$ cat config.mk
export PLATFORM = sky130hd
export DESIGN_NAME = halton_radical_inverse_top
export DESIGN_NICKNAME = d
export VERILOG_FILES = /design/src/rtl/hri_pkg.sv /design/src/rtl/hri_divstep.sv /design/src/rtl/halton_radical_inverse_top.sv
export SDC_FILE = /design/constraint.sdc
export NUM_CORES = 2
export LEC_CHECK = 0
export BUFFER_PORTS_ARGS = -buffer_cell sky130_fd_sc_hd__buf_4
export CORE_ASPECT_RATIO = 0.7
export CORE_MARGIN = 3
export CORE_UTILIZATION = 60
export DETAILED_ROUTE_END_ITERATION = 6
export PLACE_DENSITY = 0.8
export SLEW_MARGIN = 20
export SYNTH_ARGS = -nofsm -noshare
export SYNTH_HDL_FRONTEND = slang
export SYNTH_SLANG_ARGS = --single-unit
$ cat constraint.sdc
create_clock -name clk -period 11.4 [get_ports clk]
set_input_delay 1.71 -clock clk [delete_from_list [all_inputs] [get_ports clk]]
set_output_delay 1.71 -clock clk [all_outputs]
set_load 0.1 [all_outputs]
$ cat src/rtl/hri_pkg.sv
// Shared types and constants for the Halton radical inverse block.
package hri_pkg;

  localparam int unsigned RADIX_W   = 8;
  localparam int unsigned IN_W      = 32;
  localparam int unsigned OUT_W     = 32;
  localparam int unsigned CNT_W     = 6;
  localparam int unsigned RADIX_MIN = 2;
  localparam int unsigned RADIX_RST = 2;

  typedef logic [RADIX_W-1:0] radix_t;

  typedef enum logic [1:0] {
    ST_IDLE,
    ST_DIGIT,
    ST_ACC,
    ST_FRAC
  } state_t;

endpackage

$ cat src/rtl/hri_divstep.sv
// Shared restoring division step: one compare and conditional subtract.
module hri_divstep #(
  parameter int unsigned W = 41
) (
  input  logic [W-1:0] rem_in,
  input  logic [W-1:0] div_in,
  output logic [W-1:0] rem_out,
  output logic         q_bit
);

  always_comb begin
    q_bit   = (rem_in >= div_in);
    rem_out = q_bit ? (rem_in - div_in) : rem_in;
  end

endmodule

$ cat src/rtl/halton_radical_inverse_top.sv
// Top level of the Halton radical inverse unit with its digit and fraction sequencer.
//
//   channel   ports                                    handshake
//   config    cfg_we, cfg_data                         write when cfg_we is high
//   input     start, in_index, busy                    accepted when start and not busy
//   result    out_valid, out_value, out_digit_count    one-cycle strobe on out_valid
//
// A word with n base digits passes n times through ST_DIGIT and ST_ACC and then through
// ST_FRAC before its strobe; index zero goes from acceptance straight to ST_FRAC.
// Every quotient bit of every digit and of the fraction passes through the one shared
// compare and subtract unit, one bit per cycle while in ST_DIGIT or ST_FRAC.
// busy stays high until the result strobe, which is held for exactly one cycle.
// Reset is synchronous and active low and returns the radix to two.
module halton_radical_inverse_top #(
  parameter int unsigned INDEX_WIDTH    = 32,
  parameter int unsigned FRACTION_WIDTH = 32
) (
  input  logic                            clk,
  input  logic                            rst_n,
  input  logic                            cfg_we,
  input  logic [hri_pkg::RADIX_W-1:0]     cfg_data,
  input  logic                            start,
  input  logic [hri_pkg::IN_W-1:0]        in_index,
  output logic                            busy,
  output logic                            out_valid,
  output logic [hri_pkg::OUT_W-1:0]       out_value,
  output logic [hri_pkg::CNT_W-1:0]       out_digit_count
);

  localparam int unsigned DW       = INDEX_WIDTH + hri_pkg::RADIX_W;
  localparam int unsigned UW       = DW + 1;
  localparam int unsigned PW       = DW + hri_pkg::RADIX_W;
  localparam int unsigned LOOP_MAX = (INDEX_WIDTH > FRACTION_WIDTH) ? INDEX_WIDTH
                                                                    : FRACTION_WIDTH;
  localparam int unsigned BW       = $clog2(LOOP_MAX + 1);

  hri_pkg::state_t state_r, state_nxt;
  hri_pkg::radix_t radix_r;
  hri_pkg::radix_t radix_eff;

  logic [INDEX_WIDTH-1:0]      idx_r, idx_nxt;
  logic [DW-1:0]               rem_r, rem_nxt;
  logic [DW-1:0]               mir_r, mir_nxt;
  logic [DW-1:0]               den_r, den_nxt;
  logic [FRACTION_WIDTH-1:0]   quo_r, quo_nxt;
  logic [hri_pkg::CNT_W-1:0]   cnt_r, cnt_nxt;
  logic [BW-1:0]               bit_r, bit_nxt;
  logic                        out_valid_r, out_valid_nxt;
  logic [hri_pkg::OUT_W-1:0]   out_value_r, out_value_nxt;
  logic [hri_pkg::CNT_W-1:0]   out_cnt_r, out_cnt_nxt;

  logic [UW-1:0]               step_rem;
  logic [UW-1:0]               step_div;
  logic [UW-1:0]               step_out;
  logic                        step_q;
  logic [PW-1:0]               mir_prod;
  logic [PW-1:0]               den_prod;
  logic [FRACTION_WIDTH-1:0]   quo_fin;
  logic [FRACTION_WIDTH+hri_pkg::OUT_W-1:0] quo_ext;

  assign radix_eff = (radix_r < hri_pkg::radix_t'(hri_pkg::RADIX_MIN))
                     ? hri_pkg::radix_t'(hri_pkg::RADIX_MIN) : radix_r;

  always_comb begin
    if (state_r == hri_pkg::ST_FRAC) begin
      step_rem = {rem_r, 1'b0};
      step_div = {1'b0, den_r};
    end else begin
      step_rem = {rem_r, idx_r[INDEX_WIDTH-1]};
      step_div = UW'(radix_eff);
    end
  end

  hri_divstep #(
    .W (UW)
  ) u_divstep (
    .rem_in  (step_rem),
    .div_in  (step_div),
    .rem_out (step_out),
    .q_bit   (step_q)
  );

  assign mir_prod = PW'(mir_r) * PW'(radix_eff);
  assign den_prod = PW'(den_r) * PW'(radix_eff);
  assign quo_fin  = {quo_r[FRACTION_WIDTH-2:0], step_q};
  assign quo_ext  = {{hri_pkg::OUT_W{1'b0}}, quo_fin};

  always_ff @(posedge clk) begin
    if (!rst_n) begin
      state_r     <= hri_pkg::ST_IDLE;
      radix_r     <= hri_pkg::radix_t'(hri_pkg::RADIX_RST);
      out_valid_r <= 1'b0;
    end else begin
      state_r     <= state_nxt;
      out_valid_r <= out_valid_nxt;
      if (cfg_we) begin
        radix_r <= cfg_data;
      end
    end
  end

  always_ff @(posedge clk) begin
    idx_r       <= idx_nxt;
    rem_r       <= rem_nxt;
    mir_r       <= mir_nxt;
    den_r       <= den_nxt;
    quo_r       <= quo_nxt;
    cnt_r       <= cnt_nxt;
    bit_r       <= bit_nxt;
    out_value_r <= out_value_nxt;
    out_cnt_r   <= out_cnt_nxt;
  end

  always_comb begin
    state_nxt     = state_r;
    idx_nxt       = idx_r;
    rem_nxt       = rem_r;
    mir_nxt       = mir_r;
    den_nxt       = den_r;
    quo_nxt       = quo_r;
    cnt_nxt       = cnt_r;
    bit_nxt       = bit_r;
    out_valid_nxt = 1'b0;
    out_value_nxt = out_value_r;
    out_cnt_nxt   = out_cnt_r;
    case (state_r)
      hri_pkg::ST_IDLE: begin
        if (start) begin
          idx_nxt = in_index[INDEX_WIDTH-1:0];
          rem_nxt = '0;
          mir_nxt = '0;
          den_nxt = DW'(1);
          quo_nxt = '0;
          cnt_nxt = '0;
          bit_nxt = '0;
          if (in_index[INDEX_WIDTH-1:0] == '0) begin
            state_nxt = hri_pkg::ST_FRAC;
          end else begin
            state_nxt = hri_pkg::ST_DIGIT;
          end
        end
      end
      hri_pkg::ST_DIGIT: begin
        rem_nxt = step_out[DW-1:0];
        idx_nxt = {idx_r[INDEX_WIDTH-2:0], step_q};
        bit_nxt = bit_r + BW'(1);
        if (bit_r == BW'(INDEX_WIDTH - 1)) begin
          state_nxt = hri_pkg::ST_ACC;
        end
      end
      hri_pkg::ST_ACC: begin
        mir_nxt = mir_prod[DW-1:0] + rem_r;
        den_nxt = den_prod[DW-1:0];
        cnt_nxt = cnt_r + hri_pkg::CNT_W'(1);
        bit_nxt = '0;
        if (idx_r == '0) begin
          rem_nxt   = mir_prod[DW-1:0] + rem_r;
          state_nxt = hri_pkg::ST_FRAC;
        end else begin
          rem_nxt   = '0;
          state_nxt = hri_pkg::ST_DIGIT;
        end
      end
      hri_pkg::ST_FRAC: begin
        rem_nxt = step_out[DW-1:0];
        quo_nxt = quo_fin;
        bit_nxt = bit_r + BW'(1);
        if (bit_r == BW'(FRACTION_WIDTH - 1)) begin
          state_nxt     = hri_pkg::ST_IDLE;
          out_valid_nxt = 1'b1;
          out_value_nxt = quo_ext[hri_pkg::OUT_W-1:0];
          out_cnt_nxt   = cnt_r;
        end
      end
      default: begin
        state_nxt = hri_pkg::ST_IDLE;
      end
    endcase
  end

  assign busy            = (state_r != hri_pkg::ST_IDLE);
  assign out_valid       = out_valid_r;
  assign out_value       = out_value_r;
  assign out_digit_count = out_cnt_r;

  a_strobe_idle: assert property (@(posedge clk) disable iff (!rst_n)
    out_valid |-> !busy)
    else $error("result strobe while a word is still in progress");

  a_start_busy: assert property (@(posedge clk) disable iff (!rst_n)
    (start && !busy) |=> busy)
    else $error("accepted word did not raise busy");

  a_count_range: assert property (@(posedge clk) disable iff (!rst_n)
    out_valid |-> (out_digit_count <= hri_pkg::CNT_W'(INDEX_WIDTH)))
    else $error("digit count exceeds index width");

  a_zero_value: assert property (@(posedge clk) disable iff (!rst_n)
    (out_valid && (out_digit_count == '0)) |-> (out_value == '0))
    else $error("index zero gave a nonzero value");

endmodule
==> impl_metrics.yaml <==
run_status:
  status: "finished clean"
hold_path:
  hp-class: "flip-flop to flip-flop"
  hp-start: "quo_r[30]"
  min_path_cells: 0
  holdPathEnd: "out_value[31]"
floorplan:
  start_util_pct: 61.2
  die_width_um: 275
  io_pins: 84
  num_rows: 68
  dieArea_um2: 53500
  fp.coreArea_um2: 49700
  die_y_um: 194
setup_path:
  cpMostUsedCell: "fa_1"
  crit_path_end_kind: "flip-flop"
  reg2reg_depth: 22
  critPathRequiredTime_ns: 11.69
  r2r-start: "radix_r[3]"
  crit_type: "flip-flop to flip-flop"
  path_cells: "nor4_1 > nand2_1 > o21a_2 > buf_4 > nand2_1 > fa_1 > inv_1 > fa_1 > fa_1 > inv_1 > fa_1 > inv_1 > ha_1 > a2111oi_2 > o21ai_1 > a2111oi_2 > o21ai_1 > a311oi_1 > nand2_1 > a31oi_1 > xor2_1 > o221ai_1"
  start_kind: "flip-flop"
  cp_slowest_cell: "buf_4"
  r2r-end: "rem_r[38]"
  critPathArrivalTime_ns: 7.77
  ff2ff_setup_slack_ns: 3.92
  max_stage_delay_ns: 0.79
  path_max_fanout: 81
cells_and_area:
  nNetsFinal: 3831
  n_antenna_cell: 0
  n_fill_cell: 3907
  areaGrowthSynthToFinish_pct: 6.62
  drive_gt1_share_pct: 6.74
global_routing:
  grt_pass1_vias: 24400
  grt_antenna_before_repair: 1
  grt.overflow.total: 0
  gr-usage-all-layers_pct: 30.7
  grt_start_max_net_pins: 82
  grt_pass1_wl_um: 130000
sta:
  min_period_ns: 7.48
  rsz0062_at_grt: "no"
  fin_setup_tns_ns: 0
  finalSetupViolCount: 0
  fin_crit_sh_pct: 65.6
  max_freq_mhz: 134
  final_hold_viol_count: 0
  drv_slew: 0
  tightest_slew_ns: 1.06
  slew_headroom_pct: 29.1
  skew_ns: 0.0181
  hold_slack_ns: 0.437
clocking:
  cts_resized: 0
  post_cts_buffers: 0
  cts.htree.levels: 1
  cts_made_buffers: 27
  cts_buffer_depth: 3
  ctsHoldBuffers: 0
  cts_tree: "done"
  clockRootBuffer: "clkbuf_16"
  clk_pin_slew_ns: 0.07
  worstSkewPairLatency_ns: 0.59
  clkSinkCount: 244
yosys:
  async_flop_share_pct: 0
  synth.avg_cell_area_um2: 9.46
  ys_types: 84
  synth_edf_count: 233
  syn_nets: 3845
  synthCells: 3215
  ys_seq_elements: 244
  ys.flop_type: "edfxtp_1"
  synth_largest_area_cell: "fa_1"
  synthTopCellsByArea: "fa_1 29%, edfxtp_1 23%, inv_1 7.3%, and2_1 5.9%, ha_1 5.7%"
  yosysWarnings: 0
  yosys.area.top_type_share_pct: 29.4
  syn-cell-area_um2: 30400
  yosysSeqAreaShare_pct: 23.7
route:
  via_per_inst: 6.01
  wl_met1_um: 33600
  routed_wl_um: 80000
  vias: 23300
  drc_errors: 0
  top_layer_used: "met5"
  antenna_left: 0
  wl_per_cell_um: 20.6
  dr.pass1.iters: 6
  routed-wl-met3_um: 8860
  wl_met2_um: 35700
  drt_iter0_drc: 2485
placement:
  port_buffers: 83
  dpl.hpwl_um: 59200
  place.gp.congestion: 0.993
power_and_ir_drop:
  p_per_area_nw_per_um2: 207
  power.leakage_uw: 0.0153
  vdd_drop_max_mv: 0.182
flow_run:
  cap_viol_max_count: 0
[cell families after synthesis]
logic type | count (synthesis) | synth area share [%]
simple gates | 1048 | 16.9
buf+inv | 743 | 9.26
fa+ha+maj | 586 | 35.1
compound gates | 398 | 8.92
flops | 244 | 23.7
xor+xnor | 122 | 3.51
mux | 74 | 2.57
[how the worst max path moves through the flow]
| stage | from | to | slack, ns | depth (start not counted) |
|---|---|---|---|---|
| 3_5_place_dp | radix_r[3] | rem_r[38] | 4.12 | 22 |
| 5_1_grt | radix_r[3] | rem_r[36] | 3.56 | 22 |
| 6_report | radix_r[3] | rem_r[38] | 3.92 | 22 |
| 2_1_floorplan | radix_r[5] | rem_r[36] | 5.29 | 25 |
| 4_1_cts | radix_r[4] | rem_r[38] | 4.10 | 22 |
| 3_3_place_gp | radix_r[4] | rem_r[38] | 4.33 | 22 |
[cell usage after synthesis, types with 16 or more instances]
master,number
nor3_1,28
a31oi_1,18
nand4_1,16
mux2i_1,41
clkbuf_1,101
edfxtp_1,233
nor4_1,18
and2_1,287
nand2b_1,19
o21a_1,21
nor2b_1,24
inv_1,595
ha_1,139
xnor2_1,87
mux2_2,33
nor2_1,127
o21ai_0,66
a211oi_1,16
xor2_1,35
nand2_1,429
a21o_1,49
and3_1,46
nand3_1,28
buf_1,37
a21oi_1,100
fa_1,447
[stage by stage]
stage / instance area (µm²) / setup slack [ns] / utilization, % / power, µW / std cells
global placement: 31500 / 4.33 / 63.4 / 5460 / 3836
detailed placement: 31500 / 4.12 / 63.4 / 5630 / 3836
CTS: 32400 / 4.10 / 65.2 / 6620 / 3884
floorplan: 30400 / 5.29 / - / 4650 / 3215
finish: 32400 / 3.92 / 65.3 / 6700 / 3885
global route: 32400 / 3.56 / 65.3 / 7250 / 3885
[layer usage]
layer	vias up	GRT usage (%)
li1	10200	-
met1	11700	44.8
met2	1290	47.4
met3	158	6.78
met4	2	6.90
met5	-	0
[placed cells by master, fill, tap and decap left out, drive strengths merged, types with 16 or more instances in the layout]
cell type / instances
nor2b: 24
o21a: 21
nor3: 29
edfxtp: 233
o21ai: 74
fa: 447
xnor2: 87
inv: 596
xor2: 35
a21o: 50
a211oi: 16
nor2: 127
nand3: 28
nand2: 429
nand4: 16
buf: 105
a31oi: 18
nand2b: 19
clkbuf: 30
mux2: 33
a21oi: 102
mux2i: 41
nor4: 18
and2: 287
and3: 47
ha: 139
[flip-flops by register name, summed over array words and instances (netlist names)]
signal	flops
bit_r	6
cnt_r	6
den_r	40
idx_r	32
mir_r	40
out_digit_count	6
out_valid	1
out_value	32
quo_r	31
radix_r	8
rem_r	40
state_r	2
[where the power goes]
| part | leakage, µW | internal (µW) | switching (µW) |
|---|---|---|---|
| clock network | 0.000447 | 548 | 399 |
| registers | 0.00241 | 1120 | 128 |
| logic | 0.0124 | 1800 | 2700 |
| total | 0.0153 | 3470 | 3230 |
[critical path, delay by kind of cell (launching register included)]
family	cells	cell delay, ns
and+or+nand+nor	4	0.55
adders and majority gates	5	2.39
xor gates and xnor gates	1	0.21
buffers and inverters	4	0.94
DFF	1	0.64
AOI/OAI and AO/OA	8	2.43
[final cells by class]
type / instances / area, µm² / share of cell area, %
clock buffers: 30 / 687 / 2.12
clock inverters: 18 / 234 / 0.721
inverters: 595 / 2230 / 6.89
multi-input cells: 2228 / 20400 / 63.0
flip-flops and latches: 244 / 7230 / 22.3
well taps: 665 / 832 / 2.57
repair buffers: 105 / 801 / 2.47
(Power assumes the default switching activity.)
